<file path="src/hw/rtl/bitmap_find_next_bit_unit_defines.svh">
// Assertion macros shared by the bitmap search RTL.
`ifndef BITMAP_FIND_NEXT_BIT_UNIT_DEFINES_SVH
`define BITMAP_FIND_NEXT_BIT_UNIT_DEFINES_SVH

// Clocked property, disabled while in reset.
`define BFNB_ASSERT(lbl, prop, msg) \
  lbl: assert property (@(posedge clk_i) disable iff (!rst_ni) prop) else $error(msg);

// Same-cycle implication, disabled while in reset.
`define BFNB_ASSERT_IMP(lbl, ante, cons, msg) \
  lbl: assert property (@(posedge clk_i) disable iff (!rst_ni) (ante) |-> (cons)) else $error(msg);

`endif

</file>
<file path="src/hw/rtl/bfnb_pkg.sv">
// Types and constants of the bitmap search unit.
`timescale 1ns / 1ps

package bfnb_pkg;

  localparam int NumWords = 64;
  localparam int WordBits = 64;
  localparam int WIdxW    = (NumWords > 1) ? $clog2(NumWords) : 1;
  localparam int BitW     = $clog2(WordBits);
  localparam int SizeW    = 13;
  localparam int BaseW    = SizeW + 1;
  localparam int Capacity = NumWords * WordBits;
  localparam int AddrW    = 3;
  localparam int DataW    = 32;

  localparam logic [SizeW-1:0]    SizeReset  = 13'd4096;
  localparam logic [0:0]          RegIdxSize = 1'b0;
  localparam logic [WordBits-1:0] WordMask   = {WordBits{1'b1}};

  typedef enum logic [1:0] {
    OP_WRITE    = 2'd0,
    OP_FIND_SET = 2'd1,
    OP_FIND_CLR = 2'd2,
    OP_NONE     = 2'd3
  } op_e;

  typedef enum logic [1:0] {
    S_IDLE,
    S_SCAN,
    S_FIN,
    S_RESP
  } state_e;

endpackage

</file>
<file path="src/hw/rtl/bitmap_find_next_bit_unit.sv">
// Bitmap store with find-next-set / find-next-clear search.
//
// Input words: operation_i selects write (word_index_i/word_data_i) or a
// search for the next set or clear bit at or above start_offset_i. Every
// input word gives exactly one output word (position_o, found_o).
// The unit holds one item at a time: in_stall_o is high from acceptance
// until the result has moved into the output register.
// A write, an unused code or an offset at/past the size goes straight
// from idle to the response state. A search reads one bitmap word per
// cycle from the single memory read port, starting at word 0 and stopping
// at the first match or the last word below the size. The next input
// word can be taken in the cycle after the output register loads.
// The output register decouples the receiver: while out_stall_i holds a
// result, the next item is still accepted and worked on, and it waits in
// the response state until the register frees up.
// Reset clears the control state and sets bitmap_size to 4096; bitmap
// words are undefined until written. bitmap_size sits at APB address 0.
`timescale 1ns / 1ps
`include "bitmap_find_next_bit_unit_defines.svh"

module bitmap_find_next_bit_unit (
  input  logic                         clk_i,
  input  logic                         rst_ni,
  // input channel
  input  logic                         in_valid_i,
  output logic                         in_stall_o,
  input  logic [1:0]                   operation_i,
  input  logic [5:0]                   word_index_i,
  input  logic [63:0]                  word_data_i,
  input  logic [bfnb_pkg::SizeW-1:0]   start_offset_i,
  // output channel
  output logic                         out_valid_o,
  input  logic                         out_stall_i,
  output logic [bfnb_pkg::SizeW-1:0]   position_o,
  output logic                         found_o,
  // configuration
  input  logic                         psel,
  input  logic                         penable,
  input  logic                         pwrite,
  input  logic [bfnb_pkg::AddrW-1:0]   paddr,
  input  logic [bfnb_pkg::DataW-1:0]   pwdata,
  output logic [bfnb_pkg::DataW-1:0]   prdata,
  output logic                         pready
);

  function automatic logic [bfnb_pkg::BitW-1:0] lowest_set(
    input logic [bfnb_pkg::WordBits-1:0] v
  );
    logic [bfnb_pkg::BitW-1:0] n;
    n = '0;
    for (int i = bfnb_pkg::WordBits - 1; i >= 0; i--) begin
      if (v[i]) n = bfnb_pkg::BitW'(i);
    end
    return n;
  endfunction

  bfnb_pkg::state_e state_q, state_d;
  bfnb_pkg::op_e    op;

  logic [bfnb_pkg::SizeW-1:0]    size_q, lim;
  logic [bfnb_pkg::BaseW-1:0]    lim_ext;
  logic                          cfg_we;

  logic [bfnb_pkg::WordBits-1:0] mem_q [bfnb_pkg::NumWords];
  logic [bfnb_pkg::WordBits-1:0] rdata_q;
  logic                          mem_we;
  logic [bfnb_pkg::WIdxW-1:0]    mem_wa;

  logic [bfnb_pkg::BaseW-1:0]    rd_base_q, rd_base_d;
  logic [bfnb_pkg::WIdxW-1:0]    rd_w_q, rd_w_d;
  logic                          chk_vld_q, chk_vld_d;
  logic [bfnb_pkg::BaseW-1:0]    chk_base_q, chk_base_d;
  logic [bfnb_pkg::SizeW-1:0]    off_q, off_d;
  logic                          zero_q, zero_d;
  logic [bfnb_pkg::BaseW-1:0]    hit_pos_q, hit_pos_d;
  logic [bfnb_pkg::SizeW-1:0]    res_pos_q, res_pos_d;
  logic                          res_found_q, res_found_d;
  logic                          out_valid_q, out_valid_d;
  logic [bfnb_pkg::SizeW-1:0]    position_q, position_d;
  logic                          found_q, found_d;

  logic                          in_acc, out_free, is_search, in_range, scan_end;
  logic [bfnb_pkg::BaseW-1:0]    chk_end, off_ext;
  logic [bfnb_pkg::BitW-1:0]     sh;
  logic [bfnb_pkg::WordBits-1:0] mask, v;
  logic                          hit;

  // ---- configuration port
  assign pready = 1'b1;
  assign cfg_we = psel && penable && pwrite && (paddr[2] == bfnb_pkg::RegIdxSize);
  assign prdata = (paddr[2] == bfnb_pkg::RegIdxSize) ? bfnb_pkg::DataW'(size_q) : '0;

  always_ff @(posedge clk_i or negedge rst_ni) begin
    if (!rst_ni) begin
      size_q <= bfnb_pkg::SizeReset;
    end else if (cfg_we) begin
      size_q <= pwdata[bfnb_pkg::SizeW-1:0];
    end
  end

  // effective size saturates at the bitmap capacity
  assign lim     = (32'(size_q) >= bfnb_pkg::Capacity) ? bfnb_pkg::SizeW'(bfnb_pkg::Capacity)
                                                       : size_q;
  assign lim_ext = {1'b0, lim};

  // ---- handshakes
  assign op        = bfnb_pkg::op_e'(operation_i);
  assign in_stall_o = (state_q != bfnb_pkg::S_IDLE);
  assign in_acc    = in_valid_i && !in_stall_o;
  assign out_free  = !out_valid_q || !out_stall_i;
  assign is_search = (op == bfnb_pkg::OP_FIND_SET) || (op == bfnb_pkg::OP_FIND_CLR);
  assign in_range  = start_offset_i < lim;
  assign mem_wa    = bfnb_pkg::WIdxW'(32'(word_index_i));

  // ---- word check: mask bits below the offset, find lowest candidate
  assign off_ext = {1'b0, off_q};
  assign chk_end = chk_base_q + bfnb_pkg::BaseW'(bfnb_pkg::WordBits);

  always_comb begin
    sh   = '0;
    mask = bfnb_pkg::WordMask;
    if (chk_end <= off_ext) begin
      mask = '0;
    end else if (chk_base_q <= off_ext) begin
      sh   = bfnb_pkg::BitW'(off_ext - chk_base_q);
      mask = bfnb_pkg::WordMask << sh;
    end
  end

  assign v         = (zero_q ? ~rdata_q : rdata_q) & mask;
  assign hit       = chk_vld_q && (v != '0);
  assign hit_pos_d = chk_base_q + bfnb_pkg::BaseW'(lowest_set(v));
  assign scan_end  = !chk_vld_q && (rd_base_q >= lim_ext);

  // ---- next state
  always_comb begin
    state_d = state_q;
    unique case (state_q)
      bfnb_pkg::S_IDLE: begin
        if (in_acc) begin
          state_d = (is_search && in_range) ? bfnb_pkg::S_SCAN : bfnb_pkg::S_RESP;
        end
      end
      bfnb_pkg::S_SCAN: begin
        priority if (hit)  state_d = bfnb_pkg::S_FIN;
        else if (scan_end) state_d = bfnb_pkg::S_RESP;
        else               state_d = bfnb_pkg::S_SCAN;
      end
      bfnb_pkg::S_FIN: state_d = bfnb_pkg::S_RESP;
      bfnb_pkg::S_RESP: begin
        if (out_free) state_d = bfnb_pkg::S_IDLE;
      end
      default: state_d = bfnb_pkg::S_IDLE;
    endcase
  end

  // ---- datapath and outputs
  always_comb begin
    rd_base_d   = rd_base_q;
    rd_w_d      = rd_w_q;
    chk_vld_d   = chk_vld_q;
    chk_base_d  = chk_base_q;
    off_d       = off_q;
    zero_d      = zero_q;
    res_pos_d   = res_pos_q;
    res_found_d = res_found_q;
    position_d  = position_q;
    found_d     = found_q;
    out_valid_d = out_valid_q && out_stall_i;
    mem_we      = 1'b0;

    unique case (state_q)
      bfnb_pkg::S_IDLE: begin
        if (in_acc) begin
          off_d       = start_offset_i;
          zero_d      = (op == bfnb_pkg::OP_FIND_CLR);
          rd_base_d   = '0;
          rd_w_d      = '0;
          chk_vld_d   = 1'b0;
          res_pos_d   = is_search ? lim : '0;
          res_found_d = 1'b0;
          mem_we      = (op == bfnb_pkg::OP_WRITE) &&
                        (32'(word_index_i) < bfnb_pkg::NumWords);
        end
      end
      bfnb_pkg::S_SCAN: begin
        // issue the next word read while checking the previous one
        if (rd_base_q < lim_ext) begin
          rd_base_d  = rd_base_q + bfnb_pkg::BaseW'(bfnb_pkg::WordBits);
          rd_w_d     = rd_w_q + 1'b1;
          chk_vld_d  = 1'b1;
          chk_base_d = rd_base_q;
        end else begin
          chk_vld_d  = 1'b0;
        end
        if (!hit && scan_end) begin
          res_pos_d   = lim;
          res_found_d = 1'b0;
        end
      end
      bfnb_pkg::S_FIN: begin
        // a match at or past the size in the last word counts as none
        if (hit_pos_q < lim_ext) begin
          res_pos_d   = hit_pos_q[bfnb_pkg::SizeW-1:0];
          res_found_d = 1'b1;
        end else begin
          res_pos_d   = lim;
          res_found_d = 1'b0;
        end
      end
      bfnb_pkg::S_RESP: begin
        if (out_free) begin
          out_valid_d = 1'b1;
          position_d  = res_pos_q;
          found_d     = res_found_q;
        end
      end
      default: ;
    endcase
  end

  assign out_valid_o = out_valid_q;
  assign position_o  = position_q;
  assign found_o     = found_q;

  // ---- registers
  always_ff @(posedge clk_i or negedge rst_ni) begin
    if (!rst_ni) begin
      state_q     <= bfnb_pkg::S_IDLE;
      chk_vld_q   <= 1'b0;
      out_valid_q <= 1'b0;
    end else begin
      state_q     <= state_d;
      chk_vld_q   <= chk_vld_d;
      out_valid_q <= out_valid_d;
    end
  end

  always_ff @(posedge clk_i) begin
    rd_base_q   <= rd_base_d;
    rd_w_q      <= rd_w_d;
    chk_base_q  <= chk_base_d;
    off_q       <= off_d;
    zero_q      <= zero_d;
    hit_pos_q   <= hit_pos_d;
    res_pos_q   <= res_pos_d;
    res_found_q <= res_found_d;
    position_q  <= position_d;
    found_q     <= found_d;
  end

  // bitmap memory: one write port, one registered read port
  always_ff @(posedge clk_i) begin
    if (mem_we) begin
      mem_q[mem_wa] <= word_data_i[bfnb_pkg::WordBits-1:0];
    end
    rdata_q <= mem_q[rd_w_q];
  end

  // ---- assertions
  `BFNB_ASSERT(a_accept_leaves_idle, (in_acc) |=> (state_q != bfnb_pkg::S_IDLE),
               "accepted word did not start work")
  `BFNB_ASSERT_IMP(a_found_below_size, (state_q == bfnb_pkg::S_RESP) && res_found_q,
                   res_pos_q < lim, "found position at or past size")
  `BFNB_ASSERT(a_rose_from_resp, $rose(out_valid_q) |-> $past(state_q == bfnb_pkg::S_RESP),
               "output loaded outside response state")
  `BFNB_ASSERT_IMP(a_read_in_range, (state_q == bfnb_pkg::S_SCAN) && (rd_base_q < lim_ext),
                   32'(rd_w_q) < bfnb_pkg::NumWords, "scan read beyond last word")

endmodule
</file>
<file path="config.mk">
export PLATFORM = sky130hd
export DESIGN_NAME = bitmap_find_next_bit_unit
export DESIGN_NICKNAME = d
export VERILOG_FILES = /design/src/hw/rtl/bfnb_pkg.sv /design/src/hw/rtl/bitmap_find_next_bit_unit.sv
export VERILOG_INCLUDE_DIRS = /design/src /design/src/hw/rtl
export SDC_FILE = /design/constraint.sdc
export NUM_CORES = 2
export LEC_CHECK = 0
export ABC_AREA = 1
export ABC_CLOCK_PERIOD_IN_PS = 5200
export BUFFER_PORTS_ARGS = -buffer_cell sky130_fd_sc_hd__buf_2
export CAP_MARGIN = 20
export CORE_MARGIN = 2
export CORE_UTILIZATION = 36
export CTS_CLUSTER_DIAMETER = 120
export DETAILED_ROUTE_END_ITERATION = 10
export PLACE_DENSITY = 0.49
export SETUP_SLACK_MARGIN = 0.05
export SLEW_MARGIN = 20
export SYNTH_ARGS = -nofsm -noshare
export SYNTH_HDL_FRONTEND = slang
export SYNTH_SLANG_ARGS = --single-unit
</file>
<file path="constraint.sdc">
create_clock -name clk_i -period 5.2 [get_ports clk_i]
set_clock_uncertainty 0.1 [all_clocks]
set_input_delay 1.56 -clock clk_i [delete_from_list [all_inputs] [get_ports clk_i]]
set_output_delay 1.56 -clock clk_i [all_outputs]
set_load 0.01 [all_outputs]
</file>
==> summary.md <==
| Metric | Value |
|---|---|
| Status | `finished, violations left` |
| Failing checks | `negative setup slack` |
| Switching power | `39.90 mW` |
| Critical Path End Type | `flip-flop` |
| Post-DRT Antenna Nets | `0` |
| Min Tclk post-route | `5.841 ns` |
| Crit path from | `chk_base_q[7]$_DFFE_PP_` |
| Top layer in use | `met5` |
| WL per Instance | `30.93 µm` |
| Sequential Power Share | `0.367` |
| Wire length on met3 | `46110 µm` |
| CTS tree | `done` |
| Chip Height | `685.1 µm` |
| Distinct cells, synth | `49` |
| Total power | `106.1 mW` |
| Crit path largest cell delay | `0.47 ns` |
| Drt initial violations | `13730` |
| Root Driver | `clkbuf_16` |
| # fillers | `42000` |
| Reg2Reg Setup Slack | `-0.64 ns` |
| Final cycle utilization of the critical path | `1.123` |
| Slew headroom | `0.2791` |
| Top post-synthesis cells by area | `edfxtp_1 75%, o21ai_0 6.3%, o221ai_1 5.4%` |
| Post-Place Worst Slack | `-0.8180 ns` |
| Clock sinks | `4255` |
| Seq/Total Area, Yosys | `0.7600` |
| Yosys warns | `0` |
| Finished Core Util | `0.4172` |
| Area of the core | `462600 µm²` |
| R2r worst-path depth | `72` |
| Dominant cell type by area after synthesis | `edfxtp_1` |
| Netlist Area Pre-Place | `167000 µm²` |
| Largest net degree at the start of global routing | `182` |
| Final HPWL DP | `307800 µm` |
| PortBufs | `134` |
| Area Growth Syn to Fin | `15.58%` |
| Worst-margin pin slew | `1.078 ns` |
| Clock Power Share | `0.299` |
| FF+latch count, synth | `4255` |
| Max-slew violations | `0` |
| Clk buf depth | `4` |
| H-tree depth | `5` |
| DRT met1 WL | `251700 µm` |
| Starting Density | `0.3610` |
| Crit Path Class | `reg -> reg` |
| RSZ-0062 raised after global routing | `yes` |
| Int Power | `66.23 mW` |
| Setup ws final | `-0.6412 ns` |
| Fin area | `193000 µm²` |
| Metal2 WL | `268100 µm` |
| Worst vdd ir | `0.5211 mV` |
| Drt drc | `0` |
| Cell Pwr Density | `549.9 nW/µm²` |
| Share of the synthesized area in the top cell type | `0.7481` |
| Most used cell, CP | `nand2_1` |
| GP Congestion | `0.8415` |
| Critical R2R Capture | `hit_pos_q[0]$_DFF_P_` |
| First-pass GRT wire length | `821600 µm` |
| Critical Path RT | `5.97 ns` |
| Post-synth ARST share | `0.003995` |
| IO Pins | `176` |
| Max_cap viols | `0` |
| Crit path to | `hit_pos_q[0]$_DFF_P_` |
| GRT Overall Usage | `0.2424` |
| Routed wire length | `585100 µm` |
| Critical Path AT | `6.61 ns` |
| Mapped Cells | `12180` |
| Core Rows | `250` |
| EDFF count, synth | `4160` |
| Final net count | `12520` |
| Initial antenna violation count | `54` |
| R2r startpoint | `chk_base_q[7]$_DFFE_PP_` |
| Vias | `110400` |
| Crit-path slowest cell | `edfxtp_1` |
| Cts hold-fix bufs | `0` |
| CP Max Fanout | `8` |
| Clock transition at path regs | `0.07 ns` |
| Clock latency on the worst-skew pair | `1.05 ns` |
| GRT overflow | `0` |
| Die area | `469300 µm²` |
| Max Freq | `0.1712 GHz` |
| Setup crit start kind | `flip-flop` |
| Worst Hold Class | `reg -> reg` |
| Final Hold Fails | `0` |
| Chip Width | `685.1 µm` |
| Vias per cell | `5.838` |
| Synth Area per Inst | `13.71 µm²` |
| Placed Area | `178100 µm²` |
| Leak Pwr | `61.07 nW` |
| Setup TNS Final | `-0.7602 ns` |
| Share of layout cells above drive strength 1 | `0.1092` |
| DRT Pass-1 Iters | `6` |
| Most used DFF post-synth | `edfxtp_1` |
| Vias in the first global route | `106300` |
| Final setup fails | `2` |
| CTS Buf Count | `444` |
| Switching fraction of total power | `0.3760` |
| Comb pwr share | `0.335` |
## through the flow
step           cells  hold slack [ns]
3_3_place_gp   18060           0.3063
3_5_place_dp   18060           0.3045
5_1_grt        18900           0.2932
6_report       18910           0.2914
4_1_cts        18890           0.2959
2_1_floorplan  12200           0.3003
## routing by layer
layer | up-vias | track usage
met5 | - | 0
met4 | 12 | 0.07497
met3 | 892 | 0.03583
met2 | 4950 | 0.3823
met1 | 57560 | 0.3466
li1 | 47000 | -
## timing repair
item                                    CTS  global route
endpoints found under the setup margin    2             3
gates resized for setup                  19            14
pin swaps                                 6            13
setup buffers                             6             4
gates cloned                              0             0
## synthesized netlist by cell type, types with 6 or more instances
cell type / n
ha_1: 55
buf_4: 23
nand4_1: 10
nand2_1: 275
clkbuf_1: 842
dfxtp_1: 78
buf_1: 69
buf_2: 10
xor2_1: 62
o211ai_1: 38
xnor2_1: 9
a21oi_1: 55
nor2_1: 2215
edfxtp_1: 4160
a31oi_1: 8
o221ai_1: 1021
inv_1: 114
o21ai_0: 2109
nor3_1: 18
inv_2: 6
dfrtp_1: 16
a21boi_0: 6
nand3_1: 935
## final cells by class
cell class                 instances  area, µm²  area share
sequential                      4255     126900      0.6576
multi-input combinational       6872      36600      0.1896
clock buffer                     561      11770     0.06100
tap                             6174       7725     0.04003
timing repair buffer             643       6726     0.03485
clock inverter                   269       2709     0.01404
inverter                         125      524.3    0.002716
antenna                           14      35.03   0.0001815
## how the worst min path moves through the flow
stage	from	end	slack, ns	depth (start not counted)
floorplan	res_found_q$_SDFFCE_PN0P_	found_o$_DFFE_PP_	0.30	0
global placement	res_pos_q[4]$_DFFE_PP_	position_o[4]$_DFFE_PP_	0.31	0
detailed placement	res_pos_q[12]$_DFFE_PP_	position_o[12]$_DFFE_PP_	0.30	0
CTS	res_pos_q[4]$_DFFE_PP_	position_o[4]$_DFFE_PP_	0.30	0
global route	res_pos_q[4]$_DFFE_PP_	position_o[4]$_DFFE_PP_	0.29	0
finish	res_pos_q[4]$_DFFE_PP_	position_o[4]$_DFFE_PP_	0.29	0
## worst max-delay path, delay by kind of cell (launching register included)
kind / cells / cell delay [ns]
compound gates: 2 / 0.26
flops: 1 / 0.47
buf+inv: 7 / 0.80
simple gates: 62 / 3.80
fa+ha+maj: 1 / 0.31
## sequential cells by signal (all words and copies together) (netlist names), 2 cells and up
name        count
rdata_q        64
hit_pos_q      14
off_q          13
chk_base_q      8
mem_q        4096
state_q         2
size_q         13
position_o     13
rd_base_q       8
res_pos_q      13
rd_w_q          6
## power by group through the flow
stage | sequential [mW] | clock [mW] | combinational (mW)
floorplan | 39.3 | 0 | 20.0
global placement | 39.6 | 0 | 34.8
detailed placement | 39.6 | 0 | 35.2
CTS | 38.9 | 32.2 | 35.3
global route | 38.9 | 33.5 | 38.3
finish | 38.9 | 31.7 | 35.5
## cell families after synthesis
family	synth area share
buffers and inverters	0.02479
XOR/XNOR	0.003724
other	0.00004497
adder cells (fa/ha/maj)	0.004121
AND/OR/NAND/NOR	0.08587
AO/OA/AOI/OAI	0.1215
flip-flops	0.7600
## cell usage in the layout, fill, tap and decap left out, types with 5 or more instances in the layout
cell and instances:
clkinvlp_4 12, o211ai_1 38, nor2_4 67, o21ai_0 2108, nand4_1 10, o22ai_1 5, clkinv_16 13, clkbuf_16 447
inv_6 8, buf_12 169, inv_1 111, clkinv_1 97, nand2_2 9, o221ai_1 1021, clkbuf_1 98, nand3_2 8
buf_2 100, nor2_1 2150, conb_1 20, bufinv_16 40, clkbuf_8 16, a21oi_1 54, edfxtp_1 4160, nor3_1 17
a21boi_0 6, a31oi_1 8, dfxtp_1 78, xnor2_1 9, dfrtp_1 16, clkinv_2 91, ha_1 53, diode_2 14
nand3_1 929, xor2_1 61, buf_4 369, clkinv_4 5, nand2_1 269
Note: power is estimated with default switching activity, not from simulation.
